**config.mk**
```make
export PLATFORM = sky130hd
export DESIGN_NAME = perturb_observe_2d_optimizer_flat
export DESIGN_NICKNAME = d
export VERILOG_FILES = /design/src/hdl/po2d_pkg.sv /design/src/hdl/po2d_if.sv /design/src/hdl/perturb_observe_2d_optimizer.sv /design/src/hdl/po2d_ctrl.sv /design/src/hdl/po2d_datapath.sv /design/src/flat_wrapper.sv
export VERILOG_INCLUDE_DIRS = /design/src /design/src/hdl
export SDC_FILE = /design/constraint.sdc
export NUM_CORES = 2
export LEC_CHECK = 0
export BUFFER_PORTS_ARGS = -buffer_cell sky130_fd_sc_hd__buf_2
export CORE_MARGIN = 10
export CORE_UTILIZATION = 60
export CTS_CLUSTER_DIAMETER = 80
export DETAILED_ROUTE_END_ITERATION = 6
export GPL_TIMING_DRIVEN = 1
export HOLD_SLACK_MARGIN = 0.03
export PLACE_DENSITY = 0.85
export SLEW_MARGIN = 20
export SYNTH_ARGS = -nofsm -noshare
export SYNTH_HDL_FRONTEND = slang
export SYNTH_HIERARCHICAL = 1
export SYNTH_SLANG_ARGS = --single-unit
```
**constraint.sdc**
```tcl
create_clock -name clk -period 18.6 [get_ports clk]
set_input_delay 0.93 -clock clk [delete_from_list [all_inputs] [get_ports clk]]
set_output_delay 0.93 -clock clk [all_outputs]
set_load 0.03 [all_outputs]
```
**src/hdl/perturb_observe_2d_optimizer_assert.svh**
```systemverilog
`ifndef PERTURB_OBSERVE_2D_OPTIMIZER_ASSERT_SVH
`define PERTURB_OBSERVE_2D_OPTIMIZER_ASSERT_SVH

// Both macros expect clk and arst_n in the scope where they are used.

`define PO2D_ASSERT_SAME(label, ante, cons) \
	label: assert property (@(posedge clk) disable iff (!arst_n) (ante) |-> (cons)) \
		else $error("po2d: same-cycle check failed");

`define PO2D_ASSERT_NEXT(label, ante, cons) \
	label: assert property (@(posedge clk) disable iff (!arst_n) (ante) |=> (cons)) \
		else $error("po2d: next-cycle check failed");

`endif

```
**src/hdl/po2d_pkg.sv**
```systemverilog
package po2d_pkg;

	localparam int VALUE_WIDTH_DEF = 16;
	localparam int ANGLE_TABLE_DEPTH_DEF = 256;
	localparam int RAND_W = 16;
	localparam int BACKED_W = 2;
	localparam int CFG_INDEX_W = 2;

	localparam logic [1:0] MODE_RESET = 2'd0;
	localparam logic CLIMB_RESET = 1'b1;
	localparam int STEP_RESET = 205;
	localparam int GAIN_RESET = 8192;

	localparam logic [1:0] MODE_SMART = 2'd1;
	localparam logic [1:0] MODE_GRADIENT = 2'd2;

	localparam logic [BACKED_W-1:0] BACKED_NONE = 2'd0;
	localparam logic [BACKED_W-1:0] BACKED_SINGLE = 2'd1;
	localparam logic [BACKED_W-1:0] BACKED_DOUBLE = 2'd2;

	typedef enum logic [CFG_INDEX_W-1:0] {
		CFG_MODE  = 2'd0,
		CFG_CLIMB = 2'd1,
		CFG_STEP  = 2'd2,
		CFG_GAIN  = 2'd3
	} cfg_reg_t;

	typedef enum logic [2:0] {
		MUL_DX_DELTA,
		MUL_TX_GAIN,
		MUL_DY_DELTA,
		MUL_TY_GAIN,
		MUL_DX_STEP,
		MUL_DY_STEP
	} mul_sel_t;

	typedef struct packed {
		logic     capture;
		logic     prep;
		logic     pick_dir;
		logic     mul_en;
		mul_sel_t mul_sel;
		logic     grad_x;
		logic     correct;
		logic     move_x;
		logic     move_y;
		logic     load_out;
	} po2d_cmd_t;

	typedef struct packed {
		logic out_free;
	} po2d_status_t;

	// Sine of a quarter turn is built from a six-term Taylor series in Q30.
	localparam logic [63:0] Q30 = 64'd1 << 30;
	localparam logic [63:0] TAYLOR_DIV [5] = '{64'd110, 64'd72, 64'd42, 64'd20, 64'd6};

endpackage

```
**src/hdl/po2d_if.sv**
```systemverilog
interface po2d_in_if import po2d_pkg::*; #(parameter int VALUE_WIDTH = VALUE_WIDTH_DEF);
	logic                          valid;
	logic                          ready;
	logic signed [VALUE_WIDTH-1:0] level;
	logic [RAND_W-1:0]             rand_a;
	logic [RAND_W-1:0]             rand_b;

	modport source (output valid, output level, output rand_a, output rand_b, input ready);
	modport sink (input valid, input level, input rand_a, input rand_b, output ready);
endinterface

interface po2d_out_if import po2d_pkg::*; #(parameter int VALUE_WIDTH = VALUE_WIDTH_DEF);
	logic                          valid;
	logic                          ready;
	logic signed [VALUE_WIDTH-1:0] x_offset;
	logic signed [VALUE_WIDTH-1:0] y_offset;
	logic [BACKED_W-1:0]           backed_off;

	modport source (output valid, output x_offset, output y_offset, output backed_off,
		input ready);
	modport sink (input valid, input x_offset, input y_offset, input backed_off,
		output ready);
endinterface

interface po2d_cfg_if import po2d_pkg::*; #(parameter int VALUE_WIDTH = VALUE_WIDTH_DEF);
	logic                   valid;
	logic                   ready;
	logic [CFG_INDEX_W-1:0] index;
	logic [VALUE_WIDTH-1:0] data;

	modport source (output valid, output index, output data, input ready);
	modport sink (input valid, input index, input data, output ready);
endinterface

```
**src/hdl/perturb_observe_2d_optimizer.sv**
```systemverilog
// Two-axis perturb-and-observe optimizer.
// The meas channel takes one beat per averaged detector level, with two random
// draws. The result channel returns one beat per measurement beat: the new X/Y
// drive position in signed fixed point, saturated to plus or minus one, and the
// step-back taken. The cfg channel writes mode, climb_enable, step_size and gain
// by register index; it is always ready. The user must write it only while the block
// is idle; the block itself does not enforce this. A measurement beat is taken when
// the block is idle; it then steps through prep, four multiplies, correction, two
// move multiplies, the Y add and emit, and loads its result into the output register
// on leaving emit, when meas turns ready again. The sequence is set by the single
// shared multiplier, used six times per item, plus table read, correction and load.
// If the receiver stalls, the finished result stays in the output register and
// the block holds its last step until that register is free; meas stays not
// ready in the meantime.
// Reset clears the position, direction, move and last level to zero, and sets
// the registers to mode 0, climbing on, step size 205 and gain 8192.
`include "perturb_observe_2d_optimizer_assert.svh"

module perturb_observe_2d_optimizer import po2d_pkg::*; #(
	parameter int ANGLE_TABLE_DEPTH = ANGLE_TABLE_DEPTH_DEF,
	parameter int VALUE_WIDTH = VALUE_WIDTH_DEF
) (
	input logic          clk,
	input logic          arst_n,
	po2d_in_if.sink      meas,
	po2d_out_if.source   result,
	po2d_cfg_if.sink     cfg
);

	localparam logic signed [VALUE_WIDTH-1:0] POS_MAX = {2'b01, {(VALUE_WIDTH-2){1'b0}}};
	localparam logic signed [VALUE_WIDTH-1:0] POS_MIN = {2'b11, {(VALUE_WIDTH-2){1'b0}}};

	po2d_cmd_t    cmd;
	po2d_status_t status;
	logic         meas_ready;

	assign meas.ready = meas_ready;

	po2d_ctrl u_ctrl (
		.clk        (clk),
		.arst_n     (arst_n),
		.meas_valid (meas.valid),
		.meas_ready (meas_ready),
		.status     (status),
		.cmd        (cmd)
	);

	po2d_datapath #(
		.ANGLE_TABLE_DEPTH (ANGLE_TABLE_DEPTH),
		.VALUE_WIDTH       (VALUE_WIDTH)
	) u_datapath (
		.clk        (clk),
		.arst_n     (arst_n),
		.cmd        (cmd),
		.status     (status),
		.level      (meas.level),
		.rand_a     (meas.rand_a),
		.rand_b     (meas.rand_b),
		.cfg_valid  (cfg.valid),
		.cfg_ready  (cfg.ready),
		.cfg_index  (cfg.index),
		.cfg_data   (cfg.data),
		.out_valid  (result.valid),
		.out_ready  (result.ready),
		.x_offset   (result.x_offset),
		.y_offset   (result.y_offset),
		.backed_off (result.backed_off)
	);

	`PO2D_ASSERT_SAME(a_x_in_range, result.valid, result.x_offset <= POS_MAX && result.x_offset >= POS_MIN)
	`PO2D_ASSERT_SAME(a_y_in_range, result.valid, result.y_offset <= POS_MAX && result.y_offset >= POS_MIN)
	`PO2D_ASSERT_NEXT(a_one_item_at_a_time, meas.valid && meas.ready, !meas.ready)

endmodule

```
**src/hdl/po2d_ctrl.sv**
```systemverilog
module po2d_ctrl import po2d_pkg::*; (
	input  logic         clk,
	input  logic         arst_n,
	input  logic         meas_valid,
	output logic         meas_ready,
	input  po2d_status_t status,
	output po2d_cmd_t    cmd
);

	typedef enum logic [3:0] {
		S_IDLE,
		S_PREP,
		S_MUL_DX,
		S_MUL_TX,
		S_MUL_DY,
		S_MUL_TY,
		S_CORRECT,
		S_MUL_MX,
		S_MUL_MY,
		S_ADD_Y,
		S_EMIT
	} state_t;

	state_t state_q;
	logic   ready_q;

	assign meas_ready = ready_q;

	always_ff @(posedge clk or negedge arst_n) begin
		if (!arst_n) begin
			state_q <= S_IDLE;
			ready_q <= 1'b1;
		end else begin
			unique case (state_q)
				S_IDLE: begin
					if (meas_valid && ready_q) begin
						state_q <= S_PREP;
						ready_q <= 1'b0;
					end
				end
				S_PREP:    state_q <= S_MUL_DX;
				S_MUL_DX:  state_q <= S_MUL_TX;
				S_MUL_TX:  state_q <= S_MUL_DY;
				S_MUL_DY:  state_q <= S_MUL_TY;
				S_MUL_TY:  state_q <= S_CORRECT;
				S_CORRECT: state_q <= S_MUL_MX;
				S_MUL_MX:  state_q <= S_MUL_MY;
				S_MUL_MY:  state_q <= S_ADD_Y;
				S_ADD_Y:   state_q <= S_EMIT;
				S_EMIT: begin
					if (status.out_free) begin
						state_q <= S_IDLE;
						ready_q <= 1'b1;
					end
				end
				default: begin
					state_q <= S_IDLE;
					ready_q <= 1'b1;
				end
			endcase
		end
	end

	always_comb begin
		cmd = '0;
		cmd.mul_sel = MUL_DX_DELTA;
		unique case (state_q)
			S_IDLE:    cmd.capture = meas_valid && ready_q;
			S_PREP:    cmd.prep = 1'b1;
			S_MUL_DX: begin
				cmd.pick_dir = 1'b1;
				cmd.mul_en = 1'b1;
				cmd.mul_sel = MUL_DX_DELTA;
			end
			S_MUL_TX: begin
				cmd.mul_en = 1'b1;
				cmd.mul_sel = MUL_TX_GAIN;
			end
			S_MUL_DY: begin
				cmd.grad_x = 1'b1;
				cmd.mul_en = 1'b1;
				cmd.mul_sel = MUL_DY_DELTA;
			end
			S_MUL_TY: begin
				cmd.mul_en = 1'b1;
				cmd.mul_sel = MUL_TY_GAIN;
			end
			S_CORRECT: cmd.correct = 1'b1;
			S_MUL_MX: begin
				cmd.mul_en = 1'b1;
				cmd.mul_sel = MUL_DX_STEP;
			end
			S_MUL_MY: begin
				cmd.move_x = 1'b1;
				cmd.mul_en = 1'b1;
				cmd.mul_sel = MUL_DY_STEP;
			end
			S_ADD_Y:   cmd.move_y = 1'b1;
			S_EMIT:    cmd.load_out = status.out_free;
			default:   cmd.capture = 1'b0;
		endcase
	end

endmodule

```
**src/hdl/po2d_datapath.sv**
```systemverilog
module po2d_datapath import po2d_pkg::*; #(
	parameter int ANGLE_TABLE_DEPTH = ANGLE_TABLE_DEPTH_DEF,
	parameter int VALUE_WIDTH = VALUE_WIDTH_DEF
) (
	input  logic                          clk,
	input  logic                          arst_n,
	input  po2d_cmd_t                     cmd,
	output po2d_status_t                  status,
	input  logic signed [VALUE_WIDTH-1:0] level,
	input  logic [RAND_W-1:0]             rand_a,
	input  logic [RAND_W-1:0]             rand_b,
	input  logic                          cfg_valid,
	output logic                          cfg_ready,
	input  logic [CFG_INDEX_W-1:0]        cfg_index,
	input  logic [VALUE_WIDTH-1:0]        cfg_data,
	output logic                          out_valid,
	input  logic                          out_ready,
	output logic signed [VALUE_WIDTH-1:0] x_offset,
	output logic signed [VALUE_WIDTH-1:0] y_offset,
	output logic [BACKED_W-1:0]           backed_off
);

	localparam int VW = VALUE_WIDTH;
	localparam int F = VW - 2;
	localparam int MW = VW + 1;
	localparam int PW = 2 * MW;
	localparam int CW = VW + 2;
	localparam int DW = MW + 5;
	localparam int AW = $clog2(ANGLE_TABLE_DEPTH);
	localparam int KW = AW + 17;
	localparam int SH = 32 - VW;
	localparam logic [63:0] ONE64 = 64'd1 << F;
	localparam logic signed [CW-1:0] POS_HI = {{(CW-F-1){1'b0}}, 1'b1, {F{1'b0}}};
	localparam logic signed [CW-1:0] POS_LO = -POS_HI;
	localparam logic signed [PW-1:0] GLIM = {{(PW-VW-1){1'b0}}, 1'b1, {VW{1'b0}}};
	localparam logic signed [PW-1:0] GLIM_N = -GLIM;

	typedef enum logic [1:0] {CORR_NONE, CORR_GRAD, CORR_BACK1, CORR_BACK2} corr_t;

	function automatic logic [63:0] sin_quarter(input logic [63:0] r);
		logic [63:0] x;
		logic [63:0] x2;
		logic [63:0] t;
		x = (r * 64'd1686629713) >> 30;
		x2 = (x * x) >> 30;
		t = Q30;
		for (int i = 0; i < 5; i++) begin
			t = Q30 - (((x2 * t) >> 30) / TAYLOR_DIV[i]);
		end
		return (x * t) >> 30;
	endfunction

	function automatic logic signed [VW-1:0] sin_turn(input logic [31:0] ph);
		logic [63:0] r;
		logic [63:0] m;
		r = {34'd0, ph[29:0]};
		if (ph[30]) begin
			r = Q30 - r;
		end
		m = sin_quarter(r);
		if (SH > 0) begin
			m = (m + (64'd1 << (SH - 1))) >> SH;
		end
		if (m > ONE64) begin
			m = ONE64;
		end
		return ph[31] ? VW'(64'd0 - m) : VW'(m);
	endfunction

	function automatic logic signed [VW-1:0] sat_one(input logic signed [CW-1:0] v);
		if (v > POS_HI) begin
			return VW'(POS_HI);
		end else if (v < POS_LO) begin
			return VW'(POS_LO);
		end
		return VW'(v);
	endfunction

	function automatic logic signed [CW-1:0] clamp_grad(input logic signed [PW-1:0] v);
		if (v > GLIM) begin
			return CW'(GLIM);
		end else if (v < GLIM_N) begin
			return CW'(GLIM_N);
		end
		return CW'(v);
	endfunction

	function automatic logic signed [CW-1:0] corrected(
		input logic signed [VW-1:0] p,
		input logic signed [VW-1:0] mv,
		input logic signed [CW-1:0] g,
		input corr_t                sel
	);
		logic signed [CW-1:0] pc;
		logic signed [CW-1:0] mc;
		pc = CW'(p);
		mc = CW'(mv);
		unique case (sel)
			CORR_NONE:  return pc;
			CORR_GRAD:  return pc + g;
			CORR_BACK1: return pc - mc;
			CORR_BACK2: return pc - (mc <<< 1);
		endcase
	endfunction

	logic signed [VW-1:0] cos_rom [ANGLE_TABLE_DEPTH];
	logic signed [VW-1:0] sin_rom [ANGLE_TABLE_DEPTH];

	for (genvar g = 0; g < ANGLE_TABLE_DEPTH; g++) begin : g_rom
		localparam logic [31:0] PH =
			32'(((64'(g) << 32) / ANGLE_TABLE_DEPTH) + 64'h8000_0000);
		assign cos_rom[g] = sin_turn(PH + 32'h4000_0000);
		assign sin_rom[g] = sin_turn(PH);
	end

	logic [1:0]           mode_q;
	logic                 climb_q;
	logic [VW-2:0]        step_q;
	logic [VW-1:0]        gain_q;

	logic signed [VW-1:0] pos_x_q;
	logic signed [VW-1:0] pos_y_q;
	logic signed [VW-1:0] dir_x_q;
	logic signed [VW-1:0] dir_y_q;
	logic signed [VW-1:0] move_x_q;
	logic signed [VW-1:0] move_y_q;
	logic signed [VW-1:0] last_q;

	logic signed [VW-1:0] level_q;
	logic [RAND_W-1:0]    ra_q;
	logic [RAND_W-1:0]    rb_q;
	logic signed [MW-1:0] delta_q;
	logic [AW-1:0]        k_q;
	logic signed [VW-1:0] ndx_q;
	logic signed [VW-1:0] ndy_q;
	logic signed [PW-1:0] prod_q;
	logic signed [CW-1:0] gx_q;
	logic [BACKED_W-1:0]  backed_q;

	logic                 out_valid_q;
	logic signed [VW-1:0] x_out_q;
	logic signed [VW-1:0] y_out_q;
	logic [BACKED_W-1:0]  backed_out_q;

	logic                 is_grad;
	logic                 is_smart;
	logic [KW-1:0]        k_prod;
	logic signed [16:0]   ux_d;
	logic signed [16:0]   uy_d;
	logic signed [F+16:0] ux_w;
	logic signed [F+16:0] uy_w;
	logic signed [F+16:0] ux_sh;
	logic signed [F+16:0] uy_sh;
	logic signed [MW-1:0] mul_a;
	logic signed [MW-1:0] mul_b;
	logic signed [PW-1:0] prod_sh;
	logic signed [CW-1:0] gy;
	logic signed [DW-1:0] delta_ext;
	logic signed [DW-1:0] drop20;
	logic                 drop;
	logic                 big_drop;
	corr_t                corr_sel;
	logic [BACKED_W-1:0]  backed_code;
	logic signed [VW-1:0] new_last;
	logic signed [VW-1:0] mv;

	assign is_grad = (mode_q == MODE_GRADIENT);
	assign is_smart = (mode_q == MODE_SMART);

	assign k_prod = KW'(ra_q) * KW'(ANGLE_TABLE_DEPTH);

	assign ux_d = $signed({1'b0, ra_q}) - 17'sd32768;
	assign uy_d = $signed({1'b0, rb_q}) - 17'sd32768;
	assign ux_w = {ux_d, {F{1'b0}}};
	assign uy_w = {uy_d, {F{1'b0}}};
	assign ux_sh = ux_w >>> 15;
	assign uy_sh = uy_w >>> 15;

	assign prod_sh = prod_q >>> F;
	assign gy = clamp_grad(prod_sh);
	assign mv = prod_sh[VW-1:0];

	// The larger drop test compares step_size against twenty times the level fall.
	assign delta_ext = {{(DW-MW){delta_q[MW-1]}}, delta_q};
	assign drop20 = -(delta_ext <<< 4) - (delta_ext <<< 2);
	assign drop = delta_q[MW-1];
	assign big_drop = $signed({{(DW-VW+1){1'b0}}, step_q}) < drop20;

	always_comb begin
		priority if (is_grad) begin
			corr_sel = CORR_GRAD;
		end else if (is_smart) begin
			corr_sel = drop ? CORR_BACK1 : CORR_NONE;
		end else if (big_drop) begin
			corr_sel = CORR_BACK2;
		end else if (drop) begin
			corr_sel = CORR_BACK1;
		end else begin
			corr_sel = CORR_NONE;
		end
	end

	always_comb begin
		unique case (corr_sel)
			CORR_BACK1: backed_code = BACKED_SINGLE;
			CORR_BACK2: backed_code = BACKED_DOUBLE;
			CORR_NONE:  backed_code = BACKED_NONE;
			CORR_GRAD:  backed_code = BACKED_NONE;
		endcase
	end

	assign new_last = (is_smart && drop) ? last_q : level_q;

	always_comb begin
		mul_a = '0;
		mul_b = '0;
		unique case (cmd.mul_sel)
			MUL_DX_DELTA: begin
				mul_a = {dir_x_q[VW-1], dir_x_q};
				mul_b = delta_q;
			end
			MUL_TX_GAIN: begin
				mul_a = prod_sh[MW-1:0];
				mul_b = {1'b0, gain_q};
			end
			MUL_DY_DELTA: begin
				mul_a = {dir_y_q[VW-1], dir_y_q};
				mul_b = delta_q;
			end
			MUL_TY_GAIN: begin
				mul_a = prod_sh[MW-1:0];
				mul_b = {1'b0, gain_q};
			end
			MUL_DX_STEP: begin
				mul_a = {dir_x_q[VW-1], dir_x_q};
				mul_b = {2'b00, step_q};
			end
			MUL_DY_STEP: begin
				mul_a = {dir_y_q[VW-1], dir_y_q};
				mul_b = {2'b00, step_q};
			end
			default: begin
				mul_a = '0;
				mul_b = '0;
			end
		endcase
	end

	assign cfg_ready = 1'b1;

	always_ff @(posedge clk or negedge arst_n) begin
		if (!arst_n) begin
			mode_q <= MODE_RESET;
			climb_q <= CLIMB_RESET;
			step_q <= (VW-1)'(STEP_RESET);
			gain_q <= VW'(GAIN_RESET);
		end else if (cfg_valid) begin
			unique case (cfg_reg_t'(cfg_index))
				CFG_MODE:  mode_q <= cfg_data[1:0];
				CFG_CLIMB: climb_q <= cfg_data[0];
				CFG_STEP:  step_q <= cfg_data[VW-2:0];
				CFG_GAIN:  gain_q <= cfg_data;
			endcase
		end
	end

	always_ff @(posedge clk or negedge arst_n) begin
		if (!arst_n) begin
			pos_x_q <= '0;
			pos_y_q <= '0;
			dir_x_q <= '0;
			dir_y_q <= '0;
			move_x_q <= '0;
			move_y_q <= '0;
			last_q <= '0;
		end else begin
			if (cmd.correct) begin
				pos_x_q <= sat_one(corrected(pos_x_q, move_x_q, gx_q, corr_sel));
				pos_y_q <= sat_one(corrected(pos_y_q, move_y_q, gy, corr_sel));
				last_q <= new_last;
				if (climb_q) begin
					dir_x_q <= ndx_q;
					dir_y_q <= ndy_q;
				end
			end
			if (cmd.move_x && climb_q) begin
				move_x_q <= mv;
				pos_x_q <= sat_one(CW'(pos_x_q) + CW'(mv));
			end
			if (cmd.move_y && climb_q) begin
				move_y_q <= mv;
				pos_y_q <= sat_one(CW'(pos_y_q) + CW'(mv));
			end
		end
	end

	always_ff @(posedge clk) begin
		if (cmd.capture) begin
			level_q <= level;
			ra_q <= rand_a;
			rb_q <= rand_b;
		end
		if (cmd.prep) begin
			delta_q <= {level_q[VW-1], level_q} - {last_q[VW-1], last_q};
			k_q <= k_prod[AW+15:16];
		end
		if (cmd.pick_dir) begin
			ndx_q <= is_grad ? cos_rom[k_q] : ux_sh[VW-1:0];
			ndy_q <= is_grad ? sin_rom[k_q] : uy_sh[VW-1:0];
		end
		if (cmd.mul_en) begin
			prod_q <= PW'(mul_a) * PW'(mul_b);
		end
		if (cmd.grad_x) begin
			gx_q <= clamp_grad(prod_sh);
		end
		if (cmd.correct) begin
			backed_q <= backed_code;
		end
	end

	always_ff @(posedge clk or negedge arst_n) begin
		if (!arst_n) begin
			out_valid_q <= 1'b0;
		end else if (cmd.load_out) begin
			out_valid_q <= 1'b1;
		end else if (out_ready) begin
			out_valid_q <= 1'b0;
		end
	end

	always_ff @(posedge clk) begin
		if (cmd.load_out) begin
			x_out_q <= pos_x_q;
			y_out_q <= pos_y_q;
			backed_out_q <= backed_q;
		end
	end

	assign status.out_free = !out_valid_q || out_ready;
	assign out_valid = out_valid_q;
	assign x_offset = x_out_q;
	assign y_offset = y_out_q;
	assign backed_off = backed_out_q;

endmodule

```
**src/flat_wrapper.sv**
```systemverilog
// flat-port wrapper written by rule: the top's interface ports become plain ports
module perturb_observe_2d_optimizer_flat import po2d_pkg::*;
#(
	parameter int ANGLE_TABLE_DEPTH = ANGLE_TABLE_DEPTH_DEF,
	parameter int VALUE_WIDTH = VALUE_WIDTH_DEF
)
  (clk, arst_n, meas_valid, meas_level, meas_rand_a, meas_rand_b, meas_ready, result_valid, result_x_offset, result_y_offset, result_backed_off, result_ready, cfg_valid, cfg_index, cfg_data, cfg_ready);
  po2d_in_if #(.VALUE_WIDTH(VALUE_WIDTH)) meas_i ();
  po2d_out_if #(.VALUE_WIDTH(VALUE_WIDTH)) result_i ();
  po2d_cfg_if #(.VALUE_WIDTH(VALUE_WIDTH)) cfg_i ();
  input logic clk;
  input logic arst_n;
  input wire logic [$bits(meas_i.valid)-1:0] meas_valid;
  input wire logic [$bits(meas_i.level)-1:0] meas_level;
  input wire logic [$bits(meas_i.rand_a)-1:0] meas_rand_a;
  input wire logic [$bits(meas_i.rand_b)-1:0] meas_rand_b;
  output wire logic [$bits(meas_i.ready)-1:0] meas_ready;
  output wire logic [$bits(result_i.valid)-1:0] result_valid;
  output wire logic [$bits(result_i.x_offset)-1:0] result_x_offset;
  output wire logic [$bits(result_i.y_offset)-1:0] result_y_offset;
  output wire logic [$bits(result_i.backed_off)-1:0] result_backed_off;
  input wire logic [$bits(result_i.ready)-1:0] result_ready;
  input wire logic [$bits(cfg_i.valid)-1:0] cfg_valid;
  input wire logic [$bits(cfg_i.index)-1:0] cfg_index;
  input wire logic [$bits(cfg_i.data)-1:0] cfg_data;
  output wire logic [$bits(cfg_i.ready)-1:0] cfg_ready;
  assign meas_i.valid = meas_valid;
  assign meas_i.level = meas_level;
  assign meas_i.rand_a = meas_rand_a;
  assign meas_i.rand_b = meas_rand_b;
  assign meas_ready = meas_i.ready;
  assign result_valid = result_i.valid;
  assign result_x_offset = result_i.x_offset;
  assign result_y_offset = result_i.y_offset;
  assign result_backed_off = result_i.backed_off;
  assign result_i.ready = result_ready;
  assign cfg_i.valid = cfg_valid;
  assign cfg_i.index = cfg_index;
  assign cfg_i.data = cfg_data;
  assign cfg_ready = cfg_i.ready;
  perturb_observe_2d_optimizer #(.ANGLE_TABLE_DEPTH(ANGLE_TABLE_DEPTH), .VALUE_WIDTH(VALUE_WIDTH)) u_core (.clk(clk), .arst_n(arst_n), .meas(meas_i), .result(result_i), .cfg(cfg_i));
endmodule
```
==> results.yml <==
drt:
  postRouteAntennaNets: 0
  firstDrtPassIters: 7
  initialDrtViolationCount: 3694
  num_vias: 31740
  via_per_inst: 6.538
  avgRoutedWirePerCell_microns: 23.69
  totalWireLength_microns: 115000
  drcViolationCount: 0
die:
  row_count: 90
  fp.dieH_microns: 266.2
  ios: 108
  core_area_sq_um: 60130
  die_x_microns: 266.2
  floorplan.initialDensity_pct: 60.48
  design.die.area_sq_um: 70870
run_status:
  status: "finished clean"
grt:
  antenna_found_initial: 1
  grt_usage_pct: 32.21
  overflow: 0
  first_global_vias: 31790
  grt_pass1_wl_microns: 178600
  grt_max_degree: 122
yosys:
  synth-main-ff-cell: "edfxtp_1"
  async_flop_share_pct: 46.20
  synth-edff-count: 177
  synthTopCellsByArea: "fa_1, edfxtp_1, ha_1"
  yosys_warnings: 6
  yosysSeqAreaShare_pct: 25.10
  ys_types: 92
  ys_ff_latch: 329
  synth_nets: 4688
  syn_avg_cell_area_sq_um: 9.052
  synth_top_area_cell: "fa_1"
  synth.cell_area_sq_um: 36370
  syn_inst: 4018
  synth_top_area_share_pct: 16.73
setup_path:
  required_ps: 18920
  critical_path.max_stage_delay_ps: 690
  slowest_stage: "a2111oi_0"
  worst_setup_path_start_kind: "flop"
  cp_max_fo: 31
  critPathKind: "flop to flop"
  cp.arrival_ps: 10520
  ff2ff_path_depth: 31
  endpoint_kind: "flop"
  critPathMostFrequentCell: "fa_1"
finish:
  final_util_pct: 65.05
  nFillCells: 4797
  finish.instance_area_sq_um: 39120
  drive_above_1_share_pct: 10.59
  area_delta_synth_final_pct: 7.555
  multi_input_area_sq_um: 24930
  seq_area_sq_um: 9129
  mostFrequentLayoutCell: "inv_1"
  finalNetCount: 4708
  final_cell_mix: "inv_1, nand2_1, nor2_1"
sta:
  slew_headroom_pct: 26.80
  tns_ps: 0
  period_minus_slack_ps: 10200
  finalSetupViolCount: 0
  drv_slew: 0
  rsz0062_at_grt: "no"
  timing.final.crit_share_pct: 54.86
  fmax_ghz: 0.09801
  hold_ws_ps: 405.4
  hold_viol_final: 0
  fin_skew_ps: 23.26
  tightest_slew_ps: 1098
placement:
  postPlaceCellArea_sq_um: 37690
  place.gp.congestion: 1.075
  portBuffers: 104
  place_hpwl_microns: 88040
clock_tree:
  insertion_delay_ps: 580
  ctsResizeCount: 0
  clk_path_buf_depth: 3
  clk_pin_slew_ps: 60
  ctsHtreeMaxLevel: 2
  root_buffer: "clkbuf_16"
  cts_setup_buffers: 0
  cts_buffers: 40
  ctsHoldBuffers: 0
  cts.sinks: 329
  cts_tree: "done"
flow_run:
  drv_cap: 0
hold_path:
  hp-class: "input pin to asynchronous set/reset pin"
-- Yosys cell counts, types with 16 or more instances --
cell type and count:
inv_1 441, nand2_1 410, nor2_1 384, fa_1 304, ha_1 295, o21ai_0 220
a21oi_1 215, edfxtp_1 177, clkbuf_1 151, dfrtp_1 144, mux2_2 101, xnor2_1 98
nor3_1 62, nand3_1 57, nand2b_1 55, xor2_1 48, and2_1 47, nor2b_1 47
a21o_1 43, o22ai_1 42, a22oi_1 40, a211oi_1 37, a31oi_1 36, o21a_1 32
o211ai_1 31, or2_2 29, or3_1 27, mux2i_1 26, mux4_2 26, and3_1 23
buf_1 22, a221oi_1 21, o22a_1 21, a22o_1 20, o31ai_1 18, nor4_1 16
-- layer usage --
metal | track usage [%] | part of all wire, % | vias up
li1 | - | - | 14080
met1 | 37.74 | 36 | 15160
met2 | 52.79 | 46 | 1951
met3 | 7.151 | 11 | 553
met4 | 21.00 | 7.6 | 0
met5 | 0 | 0 | -
-- worst max-delay path: cells and delay by family, from the launching register on --
family                     cells  cell delay [ps]
DFF                            1              580
buffers and inverters          5              830
xor gates and xnor gates       1               80
AOI/OAI and AO/OA             12             3200
adders and majority gates      7             2900
and+or+nand+nor                6             2360
-- worst paths after layout --
check | slack (ps) | to | start
worst min-delay path | 410 | u_core/u_datapath/move_y_q[10] | arst_n
min in group clk | 450 | u_core/u_datapath/backed_off[0] | u_core/u_datapath/backed_q[0]
worst min register to register | 450 | u_core/u_datapath/backed_off[0] | u_core/u_datapath/backed_q[0]
worst max register to register | 8400 | u_core/u_datapath/prod_q[31] | u_core/u_ctrl/state_q[1]
max in group asynchronous | 16780 | u_core/u_datapath/dir_x_q[4] | arst_n
worst max-delay path | 8400 | u_core/u_datapath/prod_q[31] | u_core/u_ctrl/state_q[1]
-- final cells by class --
cell class	count	share of cell area [%]
Tap cell	782	2.501
Clock buffer	50	2.812
Sequential cell	329	23.34
Antenna cell	5	0.03199
Inverter	445	4.276
Multi-Input combinational cell	3058	63.74
Timing Repair Buffer	164	2.530
Clock inverter	22	0.7741
-- registers in the layout, summed over array words and instances (netlist names), 8 cells and up --
signal and count:
u_core/u_datapath/delta_q 17, u_core/u_datapath/dir_x_q 16, u_core/u_datapath/dir_y_q 16, u_core/u_datapath/gain_q 16, u_core/u_datapath/gx_q 18, u_core/u_datapath/k_q 8, u_core/u_datapath/last_q 16, u_core/u_datapath/level_q 16
u_core/u_datapath/move_x_q 16, u_core/u_datapath/move_y_q 16, u_core/u_datapath/ndx_q 16, u_core/u_datapath/ndy_q 16, u_core/u_datapath/pos_x_q 16, u_core/u_datapath/pos_y_q 16, u_core/u_datapath/prod_q 20, u_core/u_datapath/ra_q 15
u_core/u_datapath/rb_q 15, u_core/u_datapath/step_q 15, u_core/u_datapath/x_offset 16, u_core/u_datapath/y_offset 16
-- kinds of logic after synthesis --
| logic type | Yosys count | share of synthesized area, % |
|---|---|---|
| simple gates | 1211 | 15.21 |
| compound gates | 948 | 17.22 |
| buf+inv | 631 | 6.612 |
| fa+ha+maj | 599 | 26.88 |
| flops | 329 | 25.10 |
| mux | 153 | 5.453 |
| xor+xnor | 146 | 3.516 |
| other cells | 1 | 0.01031 |
-- metrics by stage --
stage | setup WS [ps] | std cells
after CTS | 8493 | 4850
final | 8397 | 4855
after detailed placement | 8573 | 4778
after global placement | 8770 | 4778
after floorplan | 9930 | 4018
after global routing | 7799 | 4850
Power is not shown: default switching activity piles up to over one toggle a cycle in this logic, so the estimate is an artifact.
